### src/hdl/utf8tc_pkg.sv
// shared types and constants for the utf8 token table checker
`timescale 1ns / 1ps
package utf8tc_pkg;

	localparam int MAX_TOKENS       = 1024;
	localparam int MAX_REGION_BYTES = 65536;

	localparam int CNT_W  = 11;
	localparam int RB_W   = 17;
	localparam int BASE_W = 32;
	localparam int IDX_W  = 10;
	localparam int LEN_W  = 3;
	localparam int ADDR_W = 4;

	localparam logic [1:0] ST_OK      = 2'd0;
	localparam logic [1:0] ST_TRUNC   = 2'd1;
	localparam logic [1:0] ST_INVALID = 2'd2;
	localparam logic [1:0] ST_TRAIL   = 2'd3;

	localparam logic [1:0] REG_TOKEN_COUNT  = 2'd0;
	localparam logic [1:0] REG_REGION_BYTES = 2'd1;
	localparam logic [1:0] REG_REGION_BASE  = 2'd2;

	typedef enum logic [1:0] {
		PH_LEN_LO,
		PH_LEN_HI,
		PH_BODY,
		PH_DONE
	} phase_t;

	typedef struct packed {
		logic [CNT_W-1:0]  token_count;
		logic [RB_W-1:0]   region_bytes;
		logic [BASE_W-1:0] region_base;
	} cfg_t;

	typedef struct packed {
		logic              token_ready;
		logic [IDX_W-1:0]  token_index;
		logic [BASE_W-1:0] token_offset;
		logic [LEN_W-1:0]  token_length;
		logic              done_res;
		logic [1:0]        status;
	} result_t;

endpackage

### src/hdl/utf8tc_parser.sv
// record parser: length prefix, utf8 body check and token bookkeeping
`timescale 1ns / 1ps
module utf8tc_parser (
	input  logic                 clk,
	input  logic                 arst_n,
	input  logic                 step,
	input  logic                 clear,
	input  logic [7:0]           in_byte,
	input  utf8tc_pkg::cfg_t     cfg,
	output utf8tc_pkg::result_t res
);
	import utf8tc_pkg::*;

	phase_t           phase_q, phase_d;
	logic [RB_W-1:0]  pos_q, pos_d;
	logic [CNT_W-1:0] seen_q, seen_d;
	logic [7:0]       len_lo_q, len_lo_d;
	logic [LEN_W-1:0] rec_len_q, rec_len_d;
	logic [LEN_W-1:0] body_cnt_q, body_cnt_d;
	logic [7:0]       lead_q, lead_d;
	logic             good_q, good_d;
	logic [1:0]       err_q, err_d;

	logic [CNT_W-1:0] cnt;
	logic [RB_W:0]    rb;
	logic [RB_W:0]    pos1;
	logic [RB_W:0]    rem;
	logic [15:0]      len16;
	logic [LEN_W-1:0] k_next;
	logic             byte_ok;
	logic             good_n;
	logic             tok_fire;
	logic [RB_W:0]    rel_off;

	// clamp the registers to the supported limits
	assign cnt = (cfg.token_count > CNT_W'(MAX_TOKENS)) ? CNT_W'(MAX_TOKENS) : cfg.token_count;
	assign rb  = (cfg.region_bytes > RB_W'(MAX_REGION_BYTES)) ?
		(RB_W+1)'(MAX_REGION_BYTES) : {1'b0, cfg.region_bytes};

	assign pos1    = {1'b0, pos_q} + 1'b1;
	assign len16   = {in_byte, len_lo_q};
	assign rem     = (pos1 <= rb) ? (rb - pos1) : '0;
	assign k_next  = body_cnt_q + 1'b1;
	assign rel_off = pos1 - {{(RB_W+1-LEN_W){1'b0}}, rec_len_q};
	assign good_n  = good_q & byte_ok;

	// utf8 check of the current body byte
	always_comb begin
		byte_ok = 1'b1;
		if (body_cnt_q == '0) begin
			case (rec_len_q)
				3'd1: byte_ok = (in_byte <= 8'h7f);
				3'd2: byte_ok = (in_byte >= 8'hc2) && (in_byte <= 8'hdf);
				3'd3: byte_ok = (in_byte >= 8'he0) && (in_byte <= 8'hef);
				default: byte_ok = (in_byte >= 8'hf0) && (in_byte <= 8'hf4);
			endcase
		end else begin
			if ((in_byte < 8'h80) || (in_byte > 8'hbf)) begin
				byte_ok = 1'b0;
			end
			// second byte narrows the range for overlong, surrogate and cap cases
			if (body_cnt_q == 3'd1) begin
				if (rec_len_q == 3'd3 && lead_q == 8'he0 && in_byte < 8'ha0) byte_ok = 1'b0;
				if (rec_len_q == 3'd3 && lead_q == 8'hed && in_byte > 8'h9f) byte_ok = 1'b0;
				if (rec_len_q == 3'd4 && lead_q == 8'hf0 && in_byte < 8'h90) byte_ok = 1'b0;
				if (rec_len_q == 3'd4 && lead_q == 8'hf4 && in_byte > 8'h8f) byte_ok = 1'b0;
			end
		end
	end

	// next state
	always_comb begin
		phase_d    = phase_q;
		pos_d      = pos_q;
		seen_d     = seen_q;
		len_lo_d   = len_lo_q;
		rec_len_d  = rec_len_q;
		body_cnt_d = body_cnt_q;
		lead_d     = lead_q;
		good_d     = good_q;
		err_d      = err_q;
		tok_fire   = 1'b0;
		case (phase_q)
			PH_LEN_LO: begin
				pos_d = pos1[RB_W-1:0];
				if (seen_q >= cnt) begin
					phase_d = PH_DONE;
					err_d   = ({1'b0, pos_q} < rb) ? ST_TRAIL : ST_OK;
				end else if (pos1 + 1'b1 > rb) begin
					phase_d = PH_DONE;
					err_d   = ST_TRUNC;
				end else begin
					len_lo_d = in_byte;
					phase_d  = PH_LEN_HI;
				end
			end
			PH_LEN_HI: begin
				pos_d = pos1[RB_W-1:0];
				if (len16 == 16'd0 || len16 > 16'd4 || (RB_W+1)'(len16) > rem) begin
					phase_d = PH_DONE;
					err_d   = ST_INVALID;
				end else begin
					rec_len_d  = len16[LEN_W-1:0];
					body_cnt_d = '0;
					good_d     = 1'b1;
					phase_d    = PH_BODY;
				end
			end
			PH_BODY: begin
				pos_d      = pos1[RB_W-1:0];
				if (body_cnt_q == '0) lead_d = in_byte;
				good_d     = good_n;
				body_cnt_d = k_next;
				if (k_next >= rec_len_q) begin
					if (!good_n) begin
						phase_d = PH_DONE;
						err_d   = ST_INVALID;
					end else begin
						tok_fire = 1'b1;
						seen_d   = seen_q + 1'b1;
						if (seen_d >= cnt) begin
							phase_d = PH_DONE;
							err_d   = (pos1 == rb) ? ST_OK : ST_TRAIL;
						end else if (pos1 + 2'd2 > rb) begin
							phase_d = PH_DONE;
							err_d   = ST_TRUNC;
						end else begin
							phase_d = PH_LEN_LO;
						end
					end
				end
			end
			default: begin
			end
		endcase
	end

	// result word for this byte
	always_comb begin
		res.token_ready  = tok_fire;
		res.token_index  = tok_fire ? seen_q[IDX_W-1:0] : '0;
		res.token_offset = tok_fire ? (cfg.region_base + BASE_W'(rel_off)) : '0;
		res.token_length = tok_fire ? rec_len_q : '0;
		res.done_res     = (phase_d == PH_DONE);
		res.status       = (phase_d == PH_DONE) ? err_d : ST_OK;
	end

	always_ff @(posedge clk or negedge arst_n) begin
		if (!arst_n) begin
			phase_q    <= PH_LEN_LO;
			pos_q      <= '0;
			seen_q     <= '0;
			len_lo_q   <= '0;
			rec_len_q  <= '0;
			body_cnt_q <= '0;
			lead_q     <= '0;
			good_q     <= 1'b1;
			err_q      <= ST_OK;
		end else if (clear) begin
			phase_q    <= PH_LEN_LO;
			pos_q      <= '0;
			seen_q     <= '0;
			len_lo_q   <= '0;
			rec_len_q  <= '0;
			body_cnt_q <= '0;
			lead_q     <= '0;
			good_q     <= 1'b1;
			err_q      <= ST_OK;
		end else if (step) begin
			phase_q    <= phase_d;
			pos_q      <= pos_d;
			seen_q     <= seen_d;
			len_lo_q   <= len_lo_d;
			rec_len_q  <= rec_len_d;
			body_cnt_q <= body_cnt_d;
			lead_q     <= lead_d;
			good_q     <= good_d;
			err_q      <= err_d;
		end
	end

endmodule

### config.mk
export PLATFORM = sky130hd
export DESIGN_NAME = utf8tc_parser
export DESIGN_NICKNAME = d
export VERILOG_FILES = /design/src/hdl/utf8tc_pkg.sv /design/src/hdl/utf8tc_parser.sv
export SDC_FILE = /design/constraint.sdc
export NUM_CORES = 1
export LEC_CHECK = 0
export BUFFER_PORTS_ARGS = -buffer_cell sky130_fd_sc_hd__buf_2
export CELL_PAD_IN_SITES_DETAIL_PLACEMENT = 1
export CELL_PAD_IN_SITES_GLOBAL_PLACEMENT = 1
export CORE_MARGIN = 10
export CORE_UTILIZATION = 40
export CTS_BUF_LIST = sky130_fd_sc_hd__clkbuf_2 sky130_fd_sc_hd__clkbuf_4 sky130_fd_sc_hd__clkbuf_8
export DETAILED_ROUTE_END_ITERATION = 7
export HOLD_SLACK_MARGIN = 0.03
export PLACE_DENSITY_LB_ADDON = 0.1
export SLEW_MARGIN = 20
export SYNTH_ARGS = -nofsm -noshare
export SYNTH_HDL_FRONTEND = slang
export SYNTH_SLANG_ARGS = --single-unit
### constraint.sdc
create_clock -name clk -period 11.6 [get_ports clk]
set_clock_uncertainty 0.1 [all_clocks]
set_input_delay 2.32 -clock clk [delete_from_list [all_inputs] [get_ports clk]]
set_output_delay 2.32 -clock clk [all_outputs]
set_load 0.005 [all_outputs]
* Word-level counts from Yosys, hierarchy flattened
Cells that the tools add are included.
Operators by class: add/subtract/negate cells 8, $lt $le $gt $ge 24, eq/ne operators 17, mux-type cells 69, bitwise logic cells 1, reduce and logical (&&, ||, !) cells 33
Operators by type and width (number):
- $mux 8 | 9
- $mux 17 | 4
- $mux 11 | 6
- $mux 2 | 20
- $gt 18x17->1 | 2
- $add 32x18->32 | 1
- $eq 8x8->1 const B | 4
- $mux 32 | 1
- $ge 8x8->1 const B | 3
- $gt 8x8->1 const B | 3
- $le 8x8->1 const B | 3
- $lt 8x8->1 const B | 3
- $mux 3 | 8
- $ge 11x11->1 | 2
- $add 17x1->18 const B | 1
- $add 18x1->18 const B | 1
- $add 18x2->18 const B | 1
- $eq 18x17->1 | 1
- $gt 16x18->1 | 1
- $le 18x17->1 | 1
- $mux 18 | 1
- $sub 17x18->18 | 1
- $sub 18x3->18 | 1
- $gt 17x17->1 const B | 1
- 32 further kinds | 73
Word-level totals: flip-flop bits (word level) 55, input bits 72, output and inout bits 49, logic and storage cells 161

* Depth between registers and ports, before layout
Gate-level depths: netlist of run 1.
depth in word-level cells 15, depth in mapped cells 25, depth with buffers taken out 24

* Worst setup path after synthesis of run 1
OpenSTA, ideal clock, no wires.
kind input port to output port, start input port cfg[35] (netlist name), end output port res[0] (netlist name), data arrival time 7.192 ns, required time 9.180 ns, setup slack 1.988 ns, stages on the path 23, buffers on the path 2, cells stage by stage nor4_1 > a41o_1 > clkbuf_1 > nand2_1 > inv_1 > ha_1 > and3_1 > nand3_2 > or4_4 > nor2b_4 > a211oi_1 > clkbuf_1 > nand2_1 > ha_1 > a211o_1 > o211ai_1 > a21oi_1 > nor4_1 > nor2_1 > a221oi_4 > nor2_1 > a2bb2oi_1 > nor4_2
RTL lines:
- from (decl) | line utf8tc_parser.sv:9 | input utf8tc_pkg::cfg_t cfg,
- to (decl) | line utf8tc_parser.sv:10 | output utf8tc_pkg::result_t res

==> results of run 1 <==
[flip-flops by register name (all words and copies together) (netlist names), 2 cells and up]
signal,flops
err_q,2
rec_len_q,3
body_cnt_q,3
lead_q,8
len_lo_q,8
phase_q,2
pos_q,17
seen_q,11
[kinds of logic (layout without fill, tap and decap cells)]
| family | after synthesis | count (layout) |
|---|---|---|
| and+or+nand+nor | 497 | 497 |
| xor gates and xnor gates | 112 | 112 |
| buffers and inverters | 102 | 201 |
| adders and majority gates | 140 | 140 |
| DFF | 55 | 55 |
| AOI/OAI and AO/OA | 245 | 245 |
| muxes | 23 | 23 |
[worst max-delay path, delay by kind of cell]
family	cells	cell delay (ns)
buf+inv	4	0.61
simple gates	11	2.88
fa+ha+maj	2	0.54
compound gates	7	1.85
[layer usage]
layer,global-route usage (%),part of all wire [%],up-vias
met5,0,0,-
met4,3.629,1.3,0
met3,2.304,3.3,24
met2,36.11,47,127
met1,28.07,48,4322
li1,-,-,4439
[power by group]
part	internal (mW)	leakage (nW)	total [mW]	switching (mW)
sequential	0.199	0.742	0.212	0.0122
clock	0.0446	0.0463	0.119	0.0745
combinational	0.133	3.99	0.332	0.199
total	0.377	4.78	0.662	0.285
[cell type report]
class,instances,share of cell area [%]
Multi-Input combinational cell,1017,72.79
Inverter,64,2.387
Timing Repair Buffer,129,6.638
Clock buffer,5,0.6837
Sequential cell,55,13.69
Clock inverter,3,0.2735
Tap cell,285,3.543
[per-stage QoR]
stage / instance area (sq um) / cells / power, mW
2_1_floorplan: 9107 / 1174 / 0.4439
3_3_place_gp: 9970 / 1550 / 0.5374
3_5_place_dp: 9970 / 1550 / 0.5462
4_1_cts: 10070 / 1558 / 0.6678
5_1_grt: 10070 / 1558 / 0.7185
6_report: 10070 / 1558 / 0.6625
[how the worst max path moves through the flow]
| stage | cells past startpoint | endpoint |
|---|---|---|
| 2_1_floorplan | 23 | res[0] |
| 3_3_place_gp | 24 | res[0] |
| 3_5_place_dp | 24 | res[0] |
| 4_1_cts | 24 | res[0] |
| 5_1_grt | 24 | res[0] |
| 6_report | 24 | res[0] |
[placed cells by master (no fill, tap or decap), types with 5 or more instances in the layout]
cell,synthesis,final
o2111ai_1,6,6
nor3_1,32,32
nand2_1,111,111
o21bai_1,11,11
a211oi_1,14,14
buf_4,3,9
xor2_1,53,53
clkbuf_8,0,5
buf_2,7,120
a21boi_0,7,7
ha_1,137,137
nand2b_1,19,19
nor2b_1,23,23
xnor2_1,54,54
dfrtp_1,54,54
nor3b_1,5,5
o211ai_1,6,6
a31oi_1,9,9
or3_1,20,20
nand4_1,23,23
and2_1,27,27
mux2_4,8,8
mux2_2,11,11
inv_1,60,60
and3_1,25,25
o21a_1,8,8
nand3_1,50,50
nor2_1,105,105
nand3b_1,6,6
nor4_1,21,21
o31ai_1,8,8
a21oi_1,73,73
o21ai_0,42,42
a21o_1,19,19
==> results.txt, run 1 <==
Largest net degree at the start of global routing = 56
Chip height = 170.9 um
Most frequent cell after synthesis = ha_1
Mean routed wirelength per cell = 19.92 um
Initial antenna violation count = 0
Core box area = 22500 sq um
Max-cap violations = 0
Skew-Pair Late Insertion Delay = 0.33 ns
CP peak stage delay = 0.61 ns
Synth Net Count = 1386
Most frequent cells after synthesis = ha_1, nand2_1, nor2_1
Slew Viols, Final = 0
Share of cells above drive strength 1 = 14.77%
Clock sink total = 55
Vias = 8912
Final min period = 10.63 ns
Fin. Hold Viols = 0
Slew @ Worst Pin = 1.006 ns
Largest family of logic cells by synthesized area = simple AND/OR/NAND/NOR gates
Antenna-violating nets left = 0
Die Width = 170.9 um
Hold Crit Endpoint = lead_q[5]
Final Setup Violations = 0
CTS tree = built
Hold-fix buffers at CTS = 0
Synth cell types = 86
Clock slew at reported path FFs = 0.10 ns
Total CTS buffers = 5
Tot GR Track Use = 21.04%
Hold_ws = 0.4190 ns
Simple-gate area share of the yosys netlist = 28.53%
RePlAce Congestion = 0.9280
Status = completed
Ys flop type = dfrtp_1
Synth top area share = 18.82%
Synth area leaders = ha_1, dfrtp_1, xnor2_1
Max FO, Critical Path = 14
Port-buffer cells = 120
Final TNS setup = 0 ns
Pwr dens = 65.82 nW/um^2
Period utilization = 91.60%
Worst R2R Path Depth = 23
Proportion of synthesized flip-flops having asynchronous set or reset = 100.0%
WP data arrival = 8.21 ns
Initial core utilization = 40.47%
Fill cell count = 2887
First-pass GRT wire length = 49780 um
Post-Synth XOR/XNOR Area = 11.18%
Post-CTS setup buffer count = 0
CP startpoint = cfg[32]
Max Freq = 94.11 MHz
Pre-CTS setup slack = 1.060 ns
Initial DRC Count = 442
RR Startpoint = pos_q[0]
CP startpoint kind = input port
ANT cells = 0
HP Class = reg -> reg
IO Pins = 121
Gr ovfl total = 0
Unrepaired setup endpoints after global routing = false
Final worst slack = 0.9742 ns
Final HPWL from detailed placement = 25910 um
Post-layout net count = 1484
Hold Crit Depth = 1
Pre-antenna DRT Iters = 4
Clk root buf = clkbuf_8
Cell Area, Synth = 9107 sq um
CP Cell Sequence = buf_2 -> nor4_1 -> a41o_1 -> nand2_1 -> inv_1 -> ha_1 -> and3_1 -> nand3_2 -> or4_4 -> nor2b_4 -> a211oi_1 -> buf_4 -> nand2_1 -> ha_1 -> a211o_1 -> o211ai_1 -> a21oi_1 -> nor4_1 -> nor2_1 -> a221oi_4 -> nor2_1 -> a2bb2oi_1 -> nor4_2 -> buf_2
EDFF count, synth = 0
Post-CTS sizing = 0
CP max stage cell = nor4_1
Layout area overhead = 10.52%
Synth Area in Compound Gates = 18.13%
Clk buf depth = 2
Sequential area share after synthesis = 15.13%
Gate Count Post-Synth = 1174
Die Footprint = 29210 sq um
Mux cell area share after synthesis = 3.119%
R2R Setup Slk = 4.66 ns
Critical path capture point type = output port
Largest area contributor in the netlist = ha_1
P_leak = 4.775 nW
Residual DRC count = 0
Max rail drop VDD = 0.00005989 V
Critical path type = in -> out
Hold path start = lead_q[5]
Yosys warns = 0
Avg Cell Area, Syn = 7.758 sq um
Post-DR vias/cell = 5.720
Worst r2r dst = body_cnt_q[1]
Slew margin rel. = 32.91%
Rows = 55
Post-Route WL = 31030 um
Register area = 1378 sq um
Post-layout util = 44.73%
Post-Synth Adder-Cell Area = 19.48%
Number of global-route vias before repair = 9245
H-tree depth = 2
Critical path required time = 9.18 ns
Flops & latches, synth = 55
Multi-input logic area = 7327 sq um
Power figures use the tool's default switching activity.
==> run 2, diff against run 1 <==
CTS_BUF_LIST = sky130_fd_sc_hd__clkbuf_2   (was sky130_fd_sc_hd__clkbuf_2 sky130_fd_sc_hd__clkbuf_4 sky130_fd_sc_hd__clkbuf_8)
CTS_CLUSTER_SIZE = 30   (was default)
==> run 2 against run 1 <==
Wire length is essentially flat. Core utilization shrank 0.19 points. Power shrank 4.4%. Hold slack better by 0.036 ns. Die area unchanged. Sequential cell count unchanged. Clock power fell by 25%. Worst setup slack improved by 0.029 ns. Fmax grew 0.28%. Largest cell class unchanged.
==> results.txt, run 2 (same netlist as run 1, synthesis figures left out) <==
Status = completed
Gr ovfl total = 0 (unchanged)
CP max stage cell = nor4_1
Post-DR vias/cell = 5.737 (+0.30%)
Post-CTS setup buffer count = 0 (unchanged)
Final worst slack = 1.004 ns (+0.02940 ns)
Met2 wire len = 14680 um (-0.16%)
RePlAce Congestion = 0.9280 (unchanged)
Post-layout net count = 1484 (unchanged)
Antenna-violating nets left = 0 (unchanged)
Post-layout util = 44.54% (-0.19 points)
Skew-Pair Late Insertion Delay = 0.52 ns (+0.19 ns)
Initial DRC Count = 355 (-20%)
DP Cell Count = 1550 (unchanged)
Switching Power = 283.2 uW (-0.79%)
Unrepaired setup endpoints after global routing = false
CTS tree = built
Biggest regs = pos_q x17, seen_q x11
Vias = 8939 (+0.30%)
Period utilization = 91.35% (-0.25 points)
Slew @ Worst Pin = 0.9937 ns (-0.01264 ns)
Core box area = 22500 sq um (unchanged)
Commonest cells after routing, fill and taps aside = ha_1, buf_2, nand2_1
Port-buffer cells = 120 (unchanged)
Max-cap violations = 0 (unchanged)
Max FO, Critical Path = 14 (unchanged)
Max layer used = met4
Clk buf depth = 2 (unchanged)
Hold-fix buffers at CTS = 0 (unchanged)
Worst path bufs/invs = 4 (unchanged)
CP Cell Sequence = buf_2 -> nor4_1 -> a41o_1 -> nand2_1 -> inv_1 -> ha_1 -> and3_1 -> nand3_2 -> or4_4 -> nor2b_4 -> a211oi_1 -> buf_4 -> nand2_1 -> ha_1 -> a211o_1 -> o211ai_1 -> a21oi_1 -> nor4_1 -> nor2_1 -> a221oi_4 -> nor2_1 -> a2bb2oi_1 -> nor4_2 -> buf_2
Cell family with most CP delay = simple AND/OR/NAND/NOR gates
Tot GR Track Use = 21.03% (about the same)
Wire length on met1 = 14890 um (-0.12%)
Fin. Hold Viols = 0 (unchanged)
Net Sw Frac = 44.72% (+1.6 points)
Internal power = 350.0 uW (-7.2%)
Clock sink total = 55 (unchanged)
Largest register by flop count = pos_q
Pwr dens = 63.18 nW/um^2 (-4.0%)
IO Pins = 121 (unchanged)
Post-CTS sizing = 0 (unchanged)
CP peak stage delay = 0.60 ns (about the same)
Comb power frac = 52.4% (+2.3 points)
Die Width = 170.9 um (unchanged)
Initial core utilization = 40.47% (unchanged)
ANT cells = 0 (unchanged)
Residual DRC count = 0 (unchanged)
Pre-antenna DRT Iters = 5 (+1)
Slew Viols, Final = 0 (unchanged)
Clk network pwr share = 14.1% (-3.9 points)
Share of cells above drive strength 1 = 14.77% (unchanged)
Most common cell after layout, fill and taps aside = ha_1
Largest net degree at the start of global routing = 56 (unchanged)
Max Freq = 94.37 MHz (+0.28%)
Final Setup Violations = 0 (unchanged)
Pre-CTS setup slack = 1.060 ns (unchanged)
Hold_ws = 0.4550 ns (+0.03607 ns)
Die Footprint = 29210 sq um (unchanged)
WP data arrival = 8.18 ns (-0.03 ns)
Chip height = 170.9 um (unchanged)
Final HPWL from detailed placement = 25910 um (unchanged)
Rows = 55 (unchanged)
CP startpoint kind = input port
Share of power burned in registers = 33.5% (+1.6 points)
Layout area overhead = 10.04%
Total CTS buffers = 5 (unchanged)
Critical path type = in -> out
H-tree depth = 2 (unchanged)
Routed met3 length = 1027 um (+0.79%)
Clk root buf = clkbuf_2
HP Class = reg -> reg
Clock slew at reported path FFs = 0.30 ns (+0.20 ns)
P_leak = 4.760 nW (-0.32%)
First-pass GRT wire length = 49770 um (about the same)
Final min period = 10.60 ns (-0.02940 ns)
Fill cell count = 2896 (+0.31%)
Mean routed wirelength per cell = 19.91 um (about the same)
Number of global-route vias before repair = 9227 (-0.19%)
Max FFs per register = 17 (unchanged)
Critical path required time = 9.18 ns (about the same)
Post-Route WL = 31010 um (about the same)
Max rail drop VDD = 0.00004489 V (-25%)
Layout Cells excl Fill = 1558 (unchanged)
Slew margin rel. = 32.04% (-0.87 points)
Final TNS setup = 0 ns (unchanged)
Initial antenna violation count = 0 (unchanged)
Critical path capture point type = output port
==> run 2: routing by layer <==
| layer | GRT usage [%] | up-vias |
|---|---|---|
| li1 | - | 4431 |
| met3 | 2.235 | 26 |
| met2 | 36.08 | 141 |
| met5 | 0 | - |
| met4 | 3.629 | 0 |
| met1 | 28.12 | 4341 |
==> run 2: worst reg2reg max path, stage by stage, from the launching register on <==
cell and delay [ns]:
dfrtp_1 0.79, ha_1 0.40, nand2_1 0.21, nor3_2 0.23, nand4_1 0.20, xor2_2 0.57
ha_1 0.38, and3_1 0.25, nand3_2 0.14, or4_4 0.59, nor2b_4 0.15, a211oi_1 0.24
buf_4 0.23, nand2_1 0.07, ha_1 0.29, a211o_1 0.29, o211ai_1 0.09, a21oi_1 0.10
nor4_1 0.36, nor2_1 0.17, a221oi_4 0.45, o21ai_0 0.23, a22oi_1 0.24, nor2_1 0.06
==> run 2: final cells by class <==
class                      instances  area (sq um)  area share (%)
clock buffer                       5         25.02          0.2497
clock inverter                     3         27.53          0.2747
inverter                          64         240.2           2.397
multi-input combinational       1017          7327           73.11
sequential                        55          1378           13.75
tap                              285         356.6           3.558
timing repair buffer             129         668.1           6.667
==> run 2: worst paths after layout <==
| kind | from | to | slack (ns) | cells past startpoint |
|---|---|---|---|---|
| min in group asynchronous | arst_n | pos_q[0] | 1.79 | 2 |
| max in group asynchronous | arst_n | body_cnt_q[2] | 9.08 | 2 |
| max | cfg[32] | res[0] | 1.00 | 24 |
| min | lead_q[5] | lead_q[5] | 0.46 | 1 |
| max reg2reg | pos_q[0] | body_cnt_q[1] | 4.66 | 23 |
| min reg2reg | lead_q[5] | lead_q[5] | 0.46 | 1 |
==> run 2: metrics by stage <==
| stage | cell area (sq um) | power, mW |
|---|---|---|
| final | 10020 | 0.6332 |
| after global routing | 10020 | 0.6894 |
| after CTS | 10020 | 0.6375 |
| after detailed placement | 9970 | 0.5462 |
| after global placement | 9970 | 0.5374 |
| after floorplan | 9107 | 0.4439 |
==> run 2: power groups by stage <==
stage                     Sequential [mW]  Clock, mW  Combinational (mW)
after floorplan                     0.208          0               0.236
after global placement              0.215          0               0.322
after detailed placement            0.215          0               0.331
after CTS                           0.213     0.0918               0.333
after global routing                0.214      0.100               0.375
final                               0.212     0.0892               0.332
==> run 3, diff against run 2 <==
PLACE_DENSITY_LB_ADDON = 0.25   (was 0.1)
==> run 3 against run 2 <==
Final cell count is the same. Critical path depth is the same. Clock-buffer cell count is the same. Core utilization is essentially flat. Sequential share of layout area is essentially flat. Combinational power is essentially flat. Critical path type unchanged. Largest cell class unchanged. Highest routed layer unchanged.
==> results.txt, run 3 (same netlist as run 1, synthesis figures left out) <==
Clock slew at reported path FFs = 0.29 ns (about the same)
Share of cells above drive strength 1 = 14.70% (-0.067 points)
Antenna-violating nets left = 0 (unchanged)
HP Class = reg -> reg
Final HPWL from detailed placement = 25700 um (-0.80%)
Skew-Pair Late Insertion Delay = 0.49 ns (-0.03 ns)
Final min period = 10.51 ns (-0.08410 ns)
Vias = 9021 (+0.92%)
Commonest cells after routing, fill and taps aside = ha_1, buf_2, nand2_1
Hold_ws = 0.4451 ns (-0.009919 ns)
Chip height = 170.9 um (unchanged)
WP data arrival = 8.09 ns (-0.09 ns)
First-pass GRT wire length = 50360 um (+1.2%)
Max-cap violations = 0 (unchanged)
Slew Viols, Final = 0 (unchanged)
IO Pins = 121 (unchanged)
Post-layout util = 44.50% (about the same)
Clk buf depth = 2 (unchanged)
Power Total = 628.1 uW (-0.80%)
CTS tree = built
RePlAce Congestion = 0.9697 (+4.5%)
Post-DR vias/cell = 5.790 (+0.92%)
Tot GR Track Use = 21.11% (+0.077 points)
Most common cell after layout, fill and taps aside = ha_1
Core box area = 22500 sq um (unchanged)
Final Setup Violations = 0 (unchanged)
CP peak stage delay = 0.57 ns (-0.03 ns)
CP max stage cell = or4_4
Post-CTS setup buffer count = 0 (unchanged)
Total CTS buffers = 5 (unchanged)
Max rail drop VDD = 0.00004982 V (+11%)
Fin. Hold Viols = 0 (unchanged)
Layout Cells excl Fill = 1558 (unchanged)
Post-layout net count = 1483 (-0.067%)
H-tree depth = 2 (unchanged)
Pre-antenna DRT Iters = 5 (unchanged)
Residual DRC count = 0 (unchanged)
Clock sink total = 55 (unchanged)
Period utilization = 90.62% (-0.72 points)
Clk root buf = clkbuf_2
Max FO, Critical Path = 14 (unchanged)
Critical path required time = 9.18 ns (about the same)
Pwr dens = 62.73 nW/um^2 (-0.71%)
Slew margin rel. = 35.10% (+3.1 points)
Mean routed wirelength per cell = 19.91 um (about the same)
Cell family with most CP delay = simple AND/OR/NAND/NOR gates
Largest register by flop count = pos_q
Biggest regs = pos_q x17, seen_q x11
Worst path bufs/invs = 4 (unchanged)
Post-CTS sizing = 0 (unchanged)
Slew @ Worst Pin = 0.9702 ns (-0.02350 ns)
Initial core utilization = 40.47% (unchanged)
Unrepaired setup endpoints after global routing = false
Gr ovfl total = 0 (unchanged)
CP Cell Sequence = buf_2 -> nor4_1 -> a41o_1 -> nand2_1 -> inv_1 -> ha_1 -> and3_1 -> nand3_2 -> or4_4 -> nor2b_4 -> a211oi_1 -> buf_4 -> nand2_1 -> ha_1 -> a211o_1 -> o211ai_1 -> a21oi_1 -> nor4_1 -> nor2_1 -> a221oi_4 -> nor2_1 -> a2bb2oi_1 -> nor4_2 -> buf_2
Critical path type = in -> out
Port-buffer cells = 120 (unchanged)
Hold-fix buffers at CTS = 0 (unchanged)
Initial antenna violation count = 1 (+1)
Max FFs per register = 17 (unchanged)
Critical path capture point type = output port
Post-Route WL = 31030 um (about the same)
Final TNS setup = 0 ns (unchanged)
P_leak = 4.756 nW (about the same)
Rows = 55 (unchanged)
Initial DRC Count = 463 (+30%)
Status = completed
Max Freq = 95.13 MHz (+0.80%)
CP startpoint kind = input port
Number of global-route vias before repair = 9341 (+1.2%)
Largest net degree at the start of global routing = 56 (unchanged)
Die Width = 170.9 um (unchanged)
Die Footprint = 29210 sq um (unchanged)
Fill cell count = 2886 (-0.35%)
DP Cell Count = 1549 (-0.065%)
Layout area overhead = 9.947% (about the same)
[run 3: final timing paths]
path | startpoint | to | slack [ns] | cells past startpoint
min in group asynchronous | arst_n | len_lo_q[6] | 1.82 | 2
max in group asynchronous | arst_n | phase_q[1] | 9.08 | 2
worst max register to register | pos_q[0] | body_cnt_q[2] | 4.70 | 23
worst min-delay path | lead_q[1] | lead_q[1] | 0.45 | 1
worst max-delay path | cfg[32] | res[0] | 1.09 | 24
worst min register to register | lead_q[1] | lead_q[1] | 0.45 | 1
[run 3: metrics by stage]
| stage | area (sq um) | setup slack [ns] |
|---|---|---|
| after floorplan | 9107 | 1.988 |
| after global placement | 9962 | 1.184 |
| after CTS | 10010 | 1.067 |
| after detailed placement | 9962 | 1.085 |
| final | 10010 | 1.088 |
| after global routing | 10010 | 0.6469 |
[run 3: layer usage]
layer | GRT usage, % | routed length [um] | up-vias
li1 | - | - | 4439
met1 | 27.54 | 14390 | 4358
met2 | 35.82 | 14560 | 182
met3 | 2.673 | 1308 | 42
met4 | 5.671 | 763 | 0
met5 | 0 | 0 | -
[run 3: area by class of cell]
class | instances | area, sq um | area share (%)
Clock buffer | 5 | 25.02 | 0.2499
Tap cell | 285 | 356.6 | 3.561
Clock inverter | 3 | 23.77 | 0.2374
Timing Repair Buffer | 128 | 660.6 | 6.597
Inverter | 64 | 240.2 | 2.399
Antenna cell | 1 | 2.502 | 0.02499
Sequential cell | 55 | 1378 | 13.76
Multi-Input combinational cell | 1017 | 7327 | 73.17
[run 3: report_power, final]
part	internal, mW	switching, mW
combinational	0.133	0.196
clock	0.0161	0.0703
sequential	0.200	0.0124
total	0.349	0.279
